==> src/hw/rtl/tdr_pkg.sv <==
// shared types, constants and helpers for the tile dirty rectangle detector
package tdr_pkg;

  localparam int DIM_W     = 15;     // width of dimensions and box edges
  localparam int CNT_W     = 14;     // width of pixel column and row counters
  localparam int DIM_LIMIT = 16384;  // largest frame width or height
  localparam int RES_W     = 17;     // headroom for tile edge products

  localparam int PIX_W = 32;

  // configuration register indexes
  typedef enum logic [0:0] {
    REG_FRAME_WIDTH  = 1'b0,
    REG_FRAME_HEIGHT = 1'b1
  } reg_index_t;

  // one result item
  typedef struct packed {
    logic             changed;
    logic [DIM_W-1:0] left;
    logic [DIM_W-1:0] top;
    logic [DIM_W-1:0] right;
    logic [DIM_W-1:0] bottom;
  } result_t;

  // status from the tracker to the top level
  typedef struct packed {
    logic    last;
    result_t result;
  } trk_status_t;

  // largest frame height the tile row range can hold
  function automatic int row_limit(input int tile_size, input int max_tile_rows);
    int lim;
    lim = tile_size * max_tile_rows;
    if (lim > DIM_LIMIT) lim = DIM_LIMIT;
    return lim;
  endfunction

endpackage

==> src/hw/rtl/tdr_track.sv <==
// position counters, tile bounds record and result forming for one frame
module tdr_track import tdr_pkg::*; #(
  parameter int TILE_SIZE     = 16,
  parameter int MAX_TILE_ROWS = 1024
) (
  input  logic             clk,
  input  logic             rst,
  input  logic             clear,
  input  logic             step,
  input  logic             differ,
  input  logic [DIM_W-1:0] w_eff,
  input  logic [DIM_W-1:0] h_eff,
  output trk_status_t      status
);

  localparam int COL_TILES = (DIM_LIMIT + TILE_SIZE - 1) / TILE_SIZE;
  localparam int ROW_LIM   = row_limit(TILE_SIZE, MAX_TILE_ROWS);
  localparam int ROW_TILES = (ROW_LIM + TILE_SIZE - 1) / TILE_SIZE;
  localparam int TC_W      = $clog2(COL_TILES);
  localparam int TR_W      = $clog2(ROW_TILES);
  localparam int OFF_W     = $clog2(TILE_SIZE);

  logic [CNT_W-1:0] col, col_next;
  logic [CNT_W-1:0] row, row_next;
  logic [OFF_W-1:0] col_off, col_off_next;
  logic [OFF_W-1:0] row_off, row_off_next;
  logic [TC_W-1:0]  tile_col, tile_col_next;
  logic [TR_W-1:0]  tile_row, tile_row_next;
  logic             any_diff, any_diff_next;
  logic [TC_W-1:0]  min_tc, min_tc_next, max_tc, max_tc_next;
  logic [TR_W-1:0]  min_tr, min_tr_next, max_tr, max_tr_next;

  logic [CNT_W-1:0] w_last, h_last;
  logic             col_last, row_last, frame_last;
  logic [RES_W-1:0] left_raw, top_raw, right_raw, bottom_raw;
  result_t          res;

  assign w_last     = CNT_W'(w_eff - DIM_W'(1));
  assign h_last     = CNT_W'(h_eff - DIM_W'(1));
  assign col_last   = (col == w_last);
  assign row_last   = (row == h_last);
  assign frame_last = col_last && row_last;

  // bounds including the current pixel
  always_comb begin
    any_diff_next = any_diff;
    min_tc_next   = min_tc;
    max_tc_next   = max_tc;
    min_tr_next   = min_tr;
    max_tr_next   = max_tr;
    if (differ) begin
      any_diff_next = 1'b1;
      if (!any_diff) begin
        min_tc_next = tile_col;
        max_tc_next = tile_col;
        min_tr_next = tile_row;
        max_tr_next = tile_row;
      end else begin
        if (tile_col < min_tc) min_tc_next = tile_col;
        if (tile_col > max_tc) max_tc_next = tile_col;
        if (tile_row < min_tr) min_tr_next = tile_row;
        if (tile_row > max_tr) max_tr_next = tile_row;
      end
    end
  end

  // raster position advance
  always_comb begin
    col_next      = col + CNT_W'(1);
    col_off_next  = col_off + OFF_W'(1);
    tile_col_next = tile_col;
    row_next      = row;
    row_off_next  = row_off;
    tile_row_next = tile_row;
    if (col_off == OFF_W'(TILE_SIZE - 1)) begin
      col_off_next  = '0;
      tile_col_next = tile_col + TC_W'(1);
    end
    if (col_last) begin
      col_next      = '0;
      col_off_next  = '0;
      tile_col_next = '0;
      row_next      = row + CNT_W'(1);
      row_off_next  = row_off + OFF_W'(1);
      if (row_off == OFF_W'(TILE_SIZE - 1)) begin
        row_off_next  = '0;
        tile_row_next = tile_row + TR_W'(1);
      end
      if (row_last) begin
        row_next      = '0;
        row_off_next  = '0;
        tile_row_next = '0;
      end
    end
  end

  // box from the bounds as they stand after this pixel
  always_comb begin
    left_raw   = RES_W'(min_tc_next) * RES_W'(TILE_SIZE);
    top_raw    = RES_W'(min_tr_next) * RES_W'(TILE_SIZE);
    right_raw  = (RES_W'(max_tc_next) + RES_W'(1)) * RES_W'(TILE_SIZE);
    bottom_raw = (RES_W'(max_tr_next) + RES_W'(1)) * RES_W'(TILE_SIZE);
    if (right_raw > RES_W'(w_eff))  right_raw  = RES_W'(w_eff);
    if (bottom_raw > RES_W'(h_eff)) bottom_raw = RES_W'(h_eff);
    res = '0;
    if (any_diff_next) begin
      res.changed = 1'b1;
      res.left    = left_raw[DIM_W-1:0];
      res.top     = top_raw[DIM_W-1:0];
      res.right   = right_raw[DIM_W-1:0];
      res.bottom  = bottom_raw[DIM_W-1:0];
    end
  end

  assign status.last   = frame_last;
  assign status.result = res;

  always_ff @(posedge clk) begin
    if (rst || clear || (step && frame_last)) begin
      col      <= '0;
      row      <= '0;
      col_off  <= '0;
      row_off  <= '0;
      tile_col <= '0;
      tile_row <= '0;
      any_diff <= 1'b0;
      min_tc   <= '0;
      max_tc   <= '0;
      min_tr   <= '0;
      max_tr   <= '0;
    end else if (step) begin
      col      <= col_next;
      row      <= row_next;
      col_off  <= col_off_next;
      row_off  <= row_off_next;
      tile_col <= tile_col_next;
      tile_row <= tile_row_next;
      any_diff <= any_diff_next;
      min_tc   <= min_tc_next;
      max_tc   <= max_tc_next;
      min_tr   <= min_tr_next;
      max_tr   <= max_tr_next;
    end
  end

endmodule

==> src/hw/rtl/tile_dirty_rectangle_32bpp.sv <==
// top level of the tile dirty rectangle detector for 32-bit pixel pairs
//
//  channel  handshake              payload
//  -------  ---------------------  ------------------------------------------
//  in       in_valid / in_ready    pixel_first, pixel_second
//  out      out_valid / out_ready  changed, box_left, box_top, box_right,
//                                  box_bottom
//  cfg      cfg_we                 cfg_index, cfg_data (no wait, no read-back)
//
// one pixel pair a cycle unless the input stalls as below: an item is held in
// the input register, where the compare and the bounds update run, then moves
// into the tracker state; the last pixel of a frame also loads the result register.
// out_valid rises as the last pixel of a frame leaves the input register.
// synchronous reset sets width 1920, height 1080 and clears the frame.
// the input stalls only when the last pixel of a frame waits on a full
// result register that is not being taken; other pixels flow regardless.
// a write to either register restarts the frame and drops any partial box.
module tile_dirty_rectangle_32bpp import tdr_pkg::*; #(
  parameter int TILE_SIZE     = 16,
  parameter int MAX_TILE_ROWS = 1024
) (
  input  logic             clk,
  input  logic             rst,
  // configuration write port
  input  logic             cfg_we,
  input  logic [0:0]       cfg_index,
  input  logic [DIM_W-1:0] cfg_data,
  // input channel
  input  logic             in_valid,
  output logic             in_ready,
  input  logic [PIX_W-1:0] pixel_first,
  input  logic [PIX_W-1:0] pixel_second,
  // output channel
  output logic             out_valid,
  input  logic             out_ready,
  output logic             changed,
  output logic [DIM_W-1:0] box_left,
  output logic [DIM_W-1:0] box_top,
  output logic [DIM_W-1:0] box_right,
  output logic [DIM_W-1:0] box_bottom
);

  localparam int ROW_LIM = row_limit(TILE_SIZE, MAX_TILE_ROWS);

  // configuration registers
  logic [DIM_W-1:0] frame_width;
  logic [DIM_W-1:0] frame_height;
  logic             frame_clear;

  // effective dimensions after range folding
  logic [DIM_W-1:0] w_eff, h_eff;

  // input register
  logic             s1_valid;
  logic [PIX_W-1:0] s1_first, s1_second;
  logic             in_accept;
  logic             step;

  // result register
  result_t          out_res;

  trk_status_t      trk_status;

  // register writes, any known index restarts the frame
  always_ff @(posedge clk) begin
    if (rst) begin
      frame_width  <= DIM_W'(1920);
      frame_height <= DIM_W'(1080);
    end else if (cfg_we) begin
      unique case (reg_index_t'(cfg_index))
        REG_FRAME_WIDTH:  frame_width  <= cfg_data;
        REG_FRAME_HEIGHT: frame_height <= cfg_data;
        default: ;
      endcase
    end
  end

  assign frame_clear = cfg_we &&
                       ((reg_index_t'(cfg_index) == REG_FRAME_WIDTH) ||
                        (reg_index_t'(cfg_index) == REG_FRAME_HEIGHT));

  // zero counts as one, big values saturate
  always_comb begin
    w_eff = frame_width;
    if (frame_width == '0) w_eff = DIM_W'(1);
    else if (frame_width > DIM_W'(DIM_LIMIT)) w_eff = DIM_W'(DIM_LIMIT);
    h_eff = frame_height;
    if (frame_height == '0) h_eff = DIM_W'(1);
    else if (frame_height > DIM_W'(ROW_LIM)) h_eff = DIM_W'(ROW_LIM);
  end

  // the held item moves on unless it closes a frame and the result slot is busy
  assign step      = s1_valid && (!trk_status.last || !out_valid || out_ready);
  assign in_ready  = !s1_valid || step;
  assign in_accept = in_valid && in_ready;

  always_ff @(posedge clk) begin
    if (rst) begin
      s1_valid <= 1'b0;
    end else if (in_accept) begin
      s1_valid <= 1'b1;
    end else if (step) begin
      s1_valid <= 1'b0;
    end
  end

  // pixel payload, no reset needed
  always_ff @(posedge clk) begin
    if (in_accept) begin
      s1_first  <= pixel_first;
      s1_second <= pixel_second;
    end
  end

  tdr_track #(
    .TILE_SIZE     (TILE_SIZE),
    .MAX_TILE_ROWS (MAX_TILE_ROWS)
  ) u_track (
    .clk    (clk),
    .rst    (rst),
    .clear  (frame_clear),
    .step   (step),
    .differ (s1_first != s1_second),
    .w_eff  (w_eff),
    .h_eff  (h_eff),
    .status (trk_status)
  );

  // result register
  always_ff @(posedge clk) begin
    if (rst) begin
      out_valid <= 1'b0;
    end else if (step && trk_status.last) begin
      out_valid <= 1'b1;
    end else if (out_ready) begin
      out_valid <= 1'b0;
    end
  end

  always_ff @(posedge clk) begin
    if (step && trk_status.last) begin
      out_res <= trk_status.result;
    end
  end

  assign changed    = out_res.changed;
  assign box_left   = out_res.left;
  assign box_top    = out_res.top;
  assign box_right  = out_res.right;
  assign box_bottom = out_res.bottom;

  // an unchanged frame reports an empty box
  a_empty_box: assert property (@(posedge clk) disable iff (rst)
    (out_valid && !changed) |->
      (box_left == '0 && box_top == '0 && box_right == '0 && box_bottom == '0))
    else $error("unchanged frame with nonzero box");

  // a changed box always has positive extent
  a_box_extent: assert property (@(posedge clk) disable iff (rst)
    (out_valid && changed) |-> (box_right > box_left && box_bottom > box_top))
    else $error("changed box without extent");

  // a frame end blocked by a waiting result holds the input
  a_hold_input: assert property (@(posedge clk) disable iff (rst)
    (s1_valid && trk_status.last && out_valid && !out_ready) |-> !in_ready)
    else $error("input taken while frame end is blocked");

  // a new result only comes from a frame end that moved on
  a_result_source: assert property (@(posedge clk) disable iff (rst)
    $rose(out_valid) |-> $past(step && trk_status.last))
    else $error("result appeared without a frame end");

endmodule
==> config.mk <==
export PLATFORM = sky130hd
export DESIGN_NAME = tile_dirty_rectangle_32bpp
export DESIGN_NICKNAME = d
export VERILOG_FILES = /design/src/hw/rtl/tdr_pkg.sv /design/src/hw/rtl/tdr_track.sv /design/src/hw/rtl/tile_dirty_rectangle_32bpp.sv
export SDC_FILE = /design/constraint.sdc
export NUM_CORES = 1
export LEC_CHECK = 0
export BUFFER_PORTS_ARGS = -buffer_cell sky130_fd_sc_hd__buf_2
export CORE_AREA = 2 2 168 170
export DETAILED_ROUTE_END_ITERATION = 12
export DIE_AREA = 0 0 170 172
export HOLD_SLACK_MARGIN = 0.02
export PLACE_DENSITY_LB_ADDON = 0.2
export SLEW_MARGIN = 15
export SYNTH_ARGS = -nofsm -noshare
export SYNTH_HDL_FRONTEND = slang
export SYNTH_HIERARCHICAL = 1
export SYNTH_SLANG_ARGS = --single-unit
==> constraint.sdc <==
create_clock -name clk -period 7.18 [get_ports clk]
set_input_delay 1.077 -clock clk [delete_from_list [all_inputs] [get_ports clk]]
set_output_delay 1.077 -clock clk [all_outputs]
set_load 0.005 [all_outputs]
After elaboration in Yosys (flattened, before gate mapping)

Index checks and enable logic that the tools add are counted.

Add/sub/neg operators: 10
Order comparisons: 8
Eq/ne operators: 5
Mux-type cells: 34
Bitwise logic cells: 1
Reduce and logical (&&, ||, !) cells: 25

Operators by type and width:

| cell                    | number |
|---|---|
| $mux W10                | 16 |
| $mux W15                | 6 |
| $mux W61                | 1 |
| $ne A32 B32 Y1          | 1 |
| $gt A15 B15 Y1          | 2 |
| $gt A15 B15 Y1 const B  | 2 |
| $logic_not A15 Y1       | 2 |
| $add A14 B1 Y14 const B | 2 |
| $eq A14 B14 Y1          | 2 |
| $mux W14                | 2 |
| $sub A14 B1 Y14 const B | 2 |
| $add A10 B1 Y11 const B | 2 |
| $add A10 B1 Y10 const B | 2 |
| $gt A10 B10 Y1          | 2 |
| $lt A10 B10 Y1          | 2 |
| $mux W4                 | 4 |
| $reduce_and A2 Y1       | 6 |
| $add A4 B1 Y4 const B   | 2 |
| $eq A4 B4 Y1 const B    | 2 |
| $reduce_bool A2 Y1      | 4 |
| $logic_or A1 B1 Y1      | 5 |
| $mux W1                 | 5 |
| $logic_and A1 B1 Y1     | 4 |
| $logic_not A1 Y1        | 3 |
| other kinds (2)         | 2 |

Register bits after elaboration: 254
Bits of input ports: 85
Output and inout port bits: 63
Word-level logic and storage cells: 109

Logic depth before layout (Yosys ltp)

Gate-level depths: netlist of run 1.

Depth in word-level cells: 13
Gate-level depth with buffers: 25
Depth with buffers taken out: 22

By module

Netlist of run 1, hierarchy kept.

Modules (own cells, without submodules):

| module                     | times used | cells an instance | area an instance (um2) | seq. area each (um2) |
|---|---|---|---|---|
| tdr_track                  | 1          | 1069              | 8211.6                 | 1941.9 |
| tile_dirty_rectangle_32bpp | 1          | 358               | 5530.3                 | 4394.2 |

Least setup slack after synthesis of run 1

No wires, ideal clock.

Path type: register -> register
Start: register frame_width[0]
End: register s1_first[0] (enable)
Library setup time: 0.524 ns
Data arrival time: 6.283 ns
Data required time: 6.656 ns
Path slack: 0.372 ns
Cell stages (with the launch flop): 15
Period minus slack after synthesis: 6.808 ns
Cells stage by stage: dfxtp_1 > nor4_1 > nand4_1 > a21oi_1 > inv_1 > ha_1 > xnor3_1 > nand3_1 > a21oi_1 > a211oi_1 > or4_1 > clkbuf_1 > nor2_1 > buf_4 > a31oi_1

Longest elaborated chain between the ends: 12

RTL lines:

| what                                 | line                              | RTL |
|---|---|---|
| from (decl)                          | tile_dirty_rectangle_32bpp.sv:46  | `logic [DIM_W-1:0] frame_width;` |
| from (signal assigned)               | tile_dirty_rectangle_32bpp.sv:71  | `REG_FRAME_WIDTH: frame_width <= cfg_data;` |
| $gt A15 B15 Y1                       | tile_dirty_rectangle_32bpp.sv:86  | `else if (frame_width > DIM_W'(DIM_LIMIT)) w_eff = DIM_W'(DIM_LIMIT);` |
| $mux W15                             | tile_dirty_rectangle_32bpp.sv:86  |  |
| $mux W15 (*)                         | tile_dirty_rectangle_32bpp.sv:85  | `if (frame_width == '0) w_eff = DIM_W'(1);` |
| via w_eff[0]                         | tile_dirty_rectangle_32bpp.sv:51  | `logic [DIM_W-1:0] w_eff, h_eff;` |
| $sub A14 B1 Y14 (*)                  | tdr_track.sv:38                   | `assign w_last = CNT_W'(w_eff - DIM_W'(1));` |
| $eq A14 B14 Y1 (*)                   | tdr_track.sv:40                   | `assign col_last = (col == w_last);` |
| $logic_and A1 B1 Y1 (*)              | tdr_track.sv:42                   | `assign frame_last = col_last && row_last;` |
| via u_track.frame_last               | tdr_track.sv:34                   | `logic col_last, row_last, frame_last;` |
| $logic_not A1 Y1 (*)                 | tile_dirty_rectangle_32bpp.sv:93  | `assign step = s1_valid && (!trk_status.last \|\| !out_valid \|\| out_ready);` |
| $logic_or A1 B1 Y1 (*) (2 in series) | tile_dirty_rectangle_32bpp.sv:93  |  |
| $logic_and A1 B1 Y1 (*)              | tile_dirty_rectangle_32bpp.sv:93  |  |
| $logic_or A1 B1 Y1 (*)               | tile_dirty_rectangle_32bpp.sv:94  | `assign in_ready = !s1_valid \|\| step;` |
| $logic_and A1 B1 Y1 (*)              | tile_dirty_rectangle_32bpp.sv:95  | `assign in_accept = in_valid && in_ready;` |
| via in_accept                        | tile_dirty_rectangle_32bpp.sv:56  | `logic in_accept;` |
| to (signal assigned)                 | tile_dirty_rectangle_32bpp.sv:110 | `s1_first <= pixel_first;` |
| to (decl)                            | tile_dirty_rectangle_32bpp.sv:55  | `logic [PIX_W-1:0] s1_first, s1_second;` |

Mark *: on every way through the listed nets, which the timed path passes. The rest lies on a longest branch.
A chain may end at the register's enable or synchronous reset.

Worst setup path after layout of run 1

Start: register s1_second[12]
End: register out_res (netlist bit box_bottom[5]) (data pin)

Longest elaborated chain between the ends: 5

RTL lines:

| what                       | line                              | RTL |
|---|---|---|
| from (decl)                | tile_dirty_rectangle_32bpp.sv:55  |  |
| from (signal assigned)     | tile_dirty_rectangle_32bpp.sv:111 | `s1_second <= pixel_second;` |
| $ne A32 B32 Y1 (*)         | tile_dirty_rectangle_32bpp.sv:123 | `.differ (s1_first != s1_second),` |
| $mux W10 (*)               | tdr_track.sv:51                   | `if (differ) begin` |
| via u_track.max_tr_next[0] | tdr_track.sv:31                   | `logic [TR_W-1:0] min_tr, min_tr_next, max_tr, max_tr_next;` |
| $add A10 B1 Y11 (*)        | tdr_track.sv:102                  | `bottom_raw = (RES_W'(max_tr_next) + RES_W'(1)) * RES_W'(TILE_SIZE);` |
| $gt A15 B15 Y1             | tdr_track.sv:104                  | `if (bottom_raw > RES_W'(h_eff)) bottom_raw = RES_W'(h_eff);` |
| $mux W15 (*)               | tdr_track.sv:104                  |  |
| to (signal assigned)       | tile_dirty_rectangle_32bpp.sv:142 | `out_res <= trk_status.result;` |
| to (decl)                  | tile_dirty_rectangle_32bpp.sv:60  | `result_t out_res;` |

Marks and branches as above.

==> results.tsv, run 1 <==
stage	metric	value	unit
run_status	run status	complete, no violations	
worst_setup_path	launching element of the worst setup path	s1_second[12]	
detailed_routing	number of DRC violations after detailed routing	0	
timing	clock period minus final worst setup slack	6.001	ns
grt	antenna violations before repair	0	
worst_setup_path	Worst R2R End	box_bottom[5]	
timing	pin slew with the least headroom to its limit	1.096	ns
yosys	ranking of synthesized cells by area	sky130_fd_sc_hd__edfxtp_1 (27%), sky130_fd_sc_hd__dfxtp_1 (19%), sky130_fd_sc_hd__ha_1 (6.6%)	
worst_setup_path	type of destination of the critical path	register	
place	post-placement worst setup slack	1.225	ns
yosys	Most used DFF post-synth	sky130_fd_sc_hd__dfxtp_1	
yosys	count of flip-flops with a built-in enable after synthesis	125	
detailed_routing	detailed router's first-iteration violation count	596	
worst_setup_path	endpoint of the worst setup timing path	box_bottom[5]	
pwr	maximum vdd drop	189.5	µV
clock_tree	clock slew at reported path FFs	0.06	ns
yosys	synthesized flop and latch total	254	
clock_tree	root cell of the clock tree	sky130_fd_sc_hd__clkbuf_16	
detailed_routing	per-cell routed wire length	16.55	µm
die	Top Ports	148	
cells_and_area	count of non-filler cells in the finished layout	1920	
yosys	Synth Area in Compound Gates	8.577	%
pwr	total leakage power	6.231	nW
die	die width	170	µm
clock_tree	TritonCTS Buffers	28	
die	Starting Density	50.01	%
die	Chip Height	172	µm
clock_tree	Post-CTS Setup Bufs	0	
grt	pin count of the biggest net entering global routing	65	
yosys	count of unique library cells instantiated by Yosys	69	
timing	Slew HR	26.27	%
yosys	synthesized-area fraction occupied by xor and xnor cells	8.067	%
yosys	count of warnings emitted by yosys	6	
worst_setup_path	startpoint kind of the worst setup timing path	register	
clock_tree	number of instances resized during post-cts repair	0	
die	area of the core	27480	µm²
detailed_routing	first-pass detailed-route iteration total	5	
detailed_routing	via total after detailed routing	10580	
clock_tree	clock tree from TritonCTS	done	
grt	Global Route Usage Sum	21.62	%
worst_setup_path	required arrival time at the worst endpoint	7.46	ns
worst_setup_path	register-to-register setup slack	1.18	ns
die	cell row count	61	
timing	setup repair after global routing missed its margin	false	
timing	Highest Clock Rate	0.1666	GHz
detailed_routing	via count normalized by instance count	5.510	
clock_tree	Max clock buf depth	3	
yosys	count leader, synth	sky130_fd_sc_hd__nor2_1	
cells_and_area	post-synthesis to final-layout area growth	13.70	%
grt	global-route wire length before repair	51120	µm
place	HPWL Detailed	22970	µm
yosys	dominant combinational cell family by area after synthesis	simple AND/OR/NAND/NOR gates	
timing	count of endpoints failing hold in the final timing report	0	
yosys	average footprint of a synthesized cell	9.630	µm²
clock_tree	cts hold-fix bufs	0	
place	Cells after DPL	1868	
timing	setup tns final	0	ns
worst_setup_path	Crit Path Category	register to register	
worst_setup_path	R2R Path Start	s1_second[12]	
run	max_cap viols	0	
detailed_routing	number of routed nets with antenna violations	0	
die	Total Die Area	29240	µm²
yosys	share of synthesized area occupied by flip-flops and latches	46.11	%
timing	fin crit share	83.58	%
timing	Final Max Slew Viols	0	
cells_and_area	post-layout net count	1709	
yosys	cell type with the largest total area after synthesis	sky130_fd_sc_hd__edfxtp_1	
pwr	Pwr per Cell Area	202.2	nW/µm²
yosys	adder and majority cell fraction of the synthesized area	6.556	%
yosys	Post-synth top cells	sky130_fd_sc_hd__nor2_1 (144), sky130_fd_sc_hd__nand2_1 (135), sky130_fd_sc_hd__dfxtp_1 (129)	
grt	number of global-route vias before repair	10130	
grt	residual overflow from global routing	0	
clock_tree	later-pin clock latency in the skew report	0.56	ns
worst_setup_path	depth of the worst register-to-register path	22	
cells_and_area	layout cells sized above 1	14.99	%
cells_and_area	fill cell count	2444	
timing	worst path setup slack after routing	1.179	ns
timing	setup violation total in the final timing report	0	
clock_tree	maximum level of the CTS H-tree	1	
hold_path	HP Class	register to register	
yosys	Post-Synthesis Cells	1427	
place	number of buffer cells added on primary ports	147	
clock_tree	number of clock sinks seen by CTS	254	
timing	maximum clock skew at final layout	0.01727	ns
yosys	summed instance area of the synthesized netlist	13740	µm²
yosys	post-synthesis mux area share	5.636	%
cells_and_area	number of antenna cells inserted	0	
place	weighted congestion reported at the end of routability-driven placement	0.9182	
yosys	synthesized-area fraction occupied by and/or/nand/nor cells	20.11	%
yosys	Synth top area share	27.31	%
yosys	share of synthesized registers carrying an async set or reset	0	%
worst_setup_path	signal arrival time at the worst endpoint	6.28	ns
worst_setup_path	maximum fanout encountered on the critical timing path	11	
detailed_routing	final WL	31790	µm
placed cells by master (no fill, tap or decap), types with 19 or more instances in the layout:
| cell | Yosys | layout |
|---|---|---|
| sky130_fd_sc_hd__xor2_1 | 42 | 42 |
| sky130_fd_sc_hd__mux2i_1 | 74 | 74 |
| sky130_fd_sc_hd__nor2b_1 | 30 | 30 |
| sky130_fd_sc_hd__o21ai_0 | 21 | 21 |
| sky130_fd_sc_hd__xnor2_1 | 82 | 82 |
| sky130_fd_sc_hd__clkbuf_16 | 0 | 28 |
| sky130_fd_sc_hd__buf_2 | 9 | 147 |
| sky130_fd_sc_hd__dfxtp_1 | 129 | 129 |
| sky130_fd_sc_hd__ha_1 | 72 | 72 |
| sky130_fd_sc_hd__nor2_1 | 144 | 142 |
| sky130_fd_sc_hd__nand3_1 | 74 | 74 |
| sky130_fd_sc_hd__edfxtp_1 | 125 | 125 |
| sky130_fd_sc_hd__inv_1 | 77 | 77 |
| sky130_fd_sc_hd__nand4_1 | 41 | 41 |
| sky130_fd_sc_hd__nand2_1 | 135 | 135 |
| sky130_fd_sc_hd__a21o_1 | 19 | 19 |
| sky130_fd_sc_hd__a21oi_1 | 92 | 92 |
power breakdown:
group	switching, mW	internal (mW)	total, mW
Combinational	0.128	0.0944	0.223
Sequential	0.0232	1.56	1.58
Clock	0.595	0.760	1.36
logic make-up after synthesis:
group | Yosys count
flip-flops | 254
adder cells (fa/ha/maj) | 72
buffers and inverters | 156
AO/OA/AOI/OAI | 188
multiplexers | 77
XOR/XNOR | 125
AND/OR/NAND/NOR | 554
other | 1
how the worst min path moves through the flow:
stage / start / endpoint / slack, ns / depth (start not counted)
finish: frame_width[5] / frame_width[5] / 0.47 / 2
global route: frame_width[5] / frame_width[5] / 0.49 / 2
CTS: frame_width[2] / frame_width[2] / 0.47 / 2
detailed placement: frame_width[2] / frame_width[2] / 0.46 / 2
global placement: frame_width[5] / frame_width[5] / 0.45 / 2
floorplan: frame_width[3] / frame_width[3] / 0.44 / 2
stage by stage:
stage	power [mW]	hold slack, ns	util [%]	cell area (µm²)
floorplan	1.773	0.4442	-	13780
global placement	1.828	0.4542	53.64	14740
detailed placement	1.835	0.4646	53.64	14740
CTS	3.193	0.4720	56.87	15630
global route	3.277	0.4868	56.87	15630
finish	3.160	0.4715	56.87	15630
state kept, by name, summed over array words and instances (netlist names), 14 cells and up:
| register | count |
|---|---|
| u_track/col | 14 |
| u_track/row | 14 |
| frame_width | 15 |
| box_bottom | 15 |
| box_right | 15 |
| box_top | 15 |
| s1_second | 32 |
| box_left | 15 |
| frame_height | 15 |
| s1_first | 32 |
layer usage:
layer	vias to the layer above	GRT usage, %	part of all wire [%]
met5	-	0	0
met4	0	5.760	2.2
met3	53	2.838	5.3
met2	292	36.70	47
met1	4968	29.27	46
li1	5267	-	-
worst max-delay path: stages (launching register included):
cell and delay (ns):
sky130_fd_sc_hd__edfxtp_1 0.39, sky130_fd_sc_hd__xnor2_1 0.15, sky130_fd_sc_hd__nand4_1 0.12, sky130_fd_sc_hd__nor4_1 0.07
sky130_fd_sc_hd__nand2_1 0.26, sky130_fd_sc_hd__inv_1 0.16, sky130_fd_sc_hd__a41o_1 0.24, sky130_fd_sc_hd__nor2_1 0.84
sky130_fd_sc_hd__mux2i_1 0.18, sky130_fd_sc_hd__buf_4 0.20, sky130_fd_sc_hd__inv_1 0.05, sky130_fd_sc_hd__ha_1 0.39
sky130_fd_sc_hd__nand2_1 0.10, sky130_fd_sc_hd__or3_1 0.37, sky130_fd_sc_hd__xnor2_1 0.18, sky130_fd_sc_hd__mux2i_1 0.14
sky130_fd_sc_hd__ha_1 0.36, sky130_fd_sc_hd__and4_1 0.21, sky130_fd_sc_hd__nand2_1 0.07, sky130_fd_sc_hd__o31ai_2 0.68
sky130_fd_sc_hd__buf_4 0.31, sky130_fd_sc_hd__mux2i_1 0.21, sky130_fd_sc_hd__nor2_1 0.05
area by class of cell:
type | count | area [µm²] | area share (%)
inverters | 77 | 289.0 | 1.850
clock buffers | 31 | 711.9 | 4.556
flip-flops and latches | 254 | 6336 | 40.55
well taps | 346 | 432.9 | 2.771
clock inverters | 21 | 173.9 | 1.113
repair buffers | 165 | 870.8 | 5.573
multi-input cells | 1026 | 6810 | 43.59
Power figures use the tool's default switching activity.
==> run 2: changes to the inputs <==
clock period = 6.1 ns   (was 7.18 ns; I/O delays follow)
==> run 2 against run 1 <==
Against the previous run:
- final cell count up 0.57%
- total power rose by 25%
- sequential power grew 18%
- combinational power grew 20%
- first-iteration DRC count grew 10%
- register-to-register slack got worse by 0.74 ns
- routed wire length fell by 0.16%
- critical endpoint is now box_right[5]
==> results.tsv, run 2 (synthesized netlist as in run 1, its figures left out) <==
stage	metric	value	unit
die	area of the core	27480	µm²
run_status	run status	complete, no violations	
timing	clock period minus final worst setup slack	5.658	ns
clock_tree	Max clock buf depth	3	
detailed_routing	via total after detailed routing	10620	
cells_and_area	count of non-filler cells in the finished layout	1931	
clock_tree	later-pin clock latency in the skew report	0.56	ns
detailed_routing	number of DRC violations after detailed routing	0	
clock_tree	TritonCTS Buffers	28	
worst_setup_path	R2R Path Start	u_track/max_tc[5]	
place	HPWL Detailed	23090	µm
timing	Highest Clock Rate	0.1767	GHz
cells_and_area	registers with the most flip-flops	s1_first x32, s1_second x32	
clock_tree	clock tree from TritonCTS	done	
place	weighted congestion reported at the end of routability-driven placement	0.9216	
grt	global-route wire length before repair	51040	µm
pwr	clock group share of total power	45.9	%
detailed_routing	number of routed nets with antenna violations	0	
run	max_cap viols	0	
clock_tree	maximum level of the CTS H-tree	1	
worst_setup_path	startpoint kind of the worst setup timing path	register	
cells_and_area	fill cell count	2443	
timing	maximum clock skew at final layout	0.03067	ns
die	Starting Density	50.01	%
cells_and_area	area of the multi-input gates	6814	µm²
worst_setup_path	signal arrival time at the worst endpoint	5.96	ns
timing	setup repair after global routing missed its margin	false	
worst_setup_path	depth of the worst register-to-register path	22	
place	Cells after DPL	1880	
clock_tree	number of clock sinks seen by CTS	254	
pwr	total leakage power	6.384	nW
grt	residual overflow from global routing	0	
place	number of buffer cells added on primary ports	147	
timing	setup violation total in the final timing report	0	
worst_setup_path	Worst R2R End	box_right[5]	
pwr	register share of total power	47.3	%
detailed_routing	first-pass detailed-route iteration total	5	
detailed_routing	detailed router's first-iteration violation count	656	
worst_setup_path	required arrival time at the worst endpoint	6.40	ns
timing	Slew HR	46.09	%
hold_path	HP Class	register to register	
clock_tree	Post-CTS Setup Bufs	0	
place	post-placement worst setup slack	0.5355	ns
pwr	Pwr per Cell Area	247.9	nW/µm²
grt	Global Route Usage Sum	21.61	%
grt	antenna violations before repair	0	
pwr	switching part of the total	22.51	%
timing	count of endpoints failing hold in the final timing report	0	
pwr	Pint	3.051	mW
cells_and_area	post-layout net count	1721	
die	cell row count	61	
pwr	switching component of the power	0.8864	mW
detailed_routing	via count normalized by instance count	5.498	
die	Total Die Area	29240	µm²
clock_tree	cts hold-fix bufs	0	
timing	fin crit share	92.75	%
timing	setup tns final	0	ns
pwr	combinational share of power	6.8	%
worst_setup_path	register-to-register setup slack	0.44	ns
worst_setup_path	launching element of the worst setup path	u_track/max_tc[5]	
timing	Final Max Slew Viols	0	
worst_setup_path	endpoint of the worst setup timing path	box_right[5]	
cells_and_area	leading cell type in the layout, fill and taps excluded	sky130_fd_sc_hd__buf_2	
timing	worst path setup slack after routing	0.4422	ns
cells_and_area	layout cells sized above 1	15.96	%
cells_and_area	most frequent cells in the layout	sky130_fd_sc_hd__buf_2 (147), sky130_fd_sc_hd__nor2_1 (142), sky130_fd_sc_hd__nand2_1 (135)	
grt	number of global-route vias before repair	10050	
cells_and_area	Design Area, Final	15880	µm²
die	die width	170	µm
die	Top Ports	148	
worst_setup_path	maximum fanout encountered on the critical timing path	14	
timing	pin slew with the least headroom to its limit	0.8086	ns
place	Area after DPL	14850	µm²
grt	pin count of the biggest net entering global routing	68	
cells_and_area	post-synthesis to final-layout area growth	15.56	%
detailed_routing	per-cell routed wire length	16.43	µm
hold_path	number of cells on the worst hold path	2	
clock_tree	root cell of the clock tree	sky130_fd_sc_hd__clkbuf_16	
worst_setup_path	type of destination of the critical path	register	
worst_setup_path	Crit Path Category	register to register	
pwr	maximum vdd drop	247.8	µV
clock_tree	clock slew at reported path FFs	0.06	ns
cells_and_area	area used by sequential logic in the layout	6336	µm²
clock_tree	number of instances resized during post-cts repair	0	
die	Chip Height	172	µm
cells_and_area	number of antenna cells inserted	0	
detailed_routing	final WL	31730	µm
run 2: changes by cell type in the layout (fill, tap and decap cells not counted), moves of 2 or more:
cell	change
sky130_fd_sc_hd__buf_12	+2
sky130_fd_sc_hd__clkinv_2	-4
sky130_fd_sc_hd__buf_4	+10
sky130_fd_sc_hd__bufinv_16	+2
sky130_fd_sc_hd__clkbuf_8	+4
sky130_fd_sc_hd__clkinv_4	+3
sky130_fd_sc_hd__clkinvlp_4	-3
sky130_fd_sc_hd__clkinv_1	-4
sky130_fd_sc_hd__clkbuf_16	+3
run 2: per-stage QoR:
stage                     hold WS (ns)  util, %  power [mW]
after floorplan                 0.4442        -       2.086
after global placement          0.4594    54.06       2.157
after detailed placement        0.4614    54.06       2.164
after CTS                       0.4705    57.78       3.978
after global routing            0.4891    57.80       4.076
final                           0.4649    57.80       3.937
run 2: cell type report:
class	count	share of cell area [%]
clock buffer	37	5.279
sequential	254	39.90
timing repair buffer	177	6.209
inverter	77	1.820
tap	346	2.726
multi-input combinational	1026	42.91
clock inverter	14	1.158
run 2: worst min-delay path by stage:
stage / to / slack (ns) / start
after floorplan: frame_width[3] / 0.44 / frame_width[3]
after global placement: frame_height[9] / 0.46 / frame_height[9]
after detailed placement: frame_width[3] / 0.46 / frame_width[3]
after CTS: frame_width[3] / 0.47 / frame_width[3]
after global routing: frame_height[9] / 0.49 / frame_height[9]
final: frame_width[3] / 0.46 / frame_width[3]
run 2: worst max-delay path, cell delays in order (launching register included):
cell                        delay, ns
sky130_fd_sc_hd__dfxtp_1         0.39
sky130_fd_sc_hd__inv_1           0.11
sky130_fd_sc_hd__ha_1            0.30
sky130_fd_sc_hd__nand4_1         0.14
sky130_fd_sc_hd__a21oi_1         0.16
sky130_fd_sc_hd__a211oi_1        0.08
sky130_fd_sc_hd__o2111ai_1       0.19
sky130_fd_sc_hd__o311a_1         0.63
sky130_fd_sc_hd__mux2i_1         0.44
sky130_fd_sc_hd__inv_1           0.08
sky130_fd_sc_hd__ha_1            0.29
sky130_fd_sc_hd__nand3_1         0.17
sky130_fd_sc_hd__nor2_1          0.08
sky130_fd_sc_hd__xnor2_1         0.12
sky130_fd_sc_hd__mux2i_1         0.20
sky130_fd_sc_hd__ha_1            0.29
sky130_fd_sc_hd__a21o_1          0.16
sky130_fd_sc_hd__a21o_1          0.16
sky130_fd_sc_hd__a21oi_1         0.21
sky130_fd_sc_hd__o211ai_1        0.35
sky130_fd_sc_hd__nand2_1         0.53
sky130_fd_sc_hd__mux2i_1         0.25
sky130_fd_sc_hd__nor2_1          0.06
run 2: routing by layer:
metal / routed length [µm] / global-route usage [%] / share of wire, %
met1: 14550 / 29.08 / 46
met4: 860 / 6.577 / 2.7
met5: 0 / 0 / 0
met2: 14700 / 36.68 / 46
met3: 1631 / 2.632 / 5.1
run 2: power by group through the flow:
stage                     logic (mW)  registers [mW]  clock network, mW
after floorplan                0.196            1.89                  0
after global placement         0.261            1.90                  0
after detailed placement       0.265            1.90                  0
after CTS                      0.266            1.86               1.85
after global routing           0.296            1.87               1.91
final                          0.268            1.86               1.81
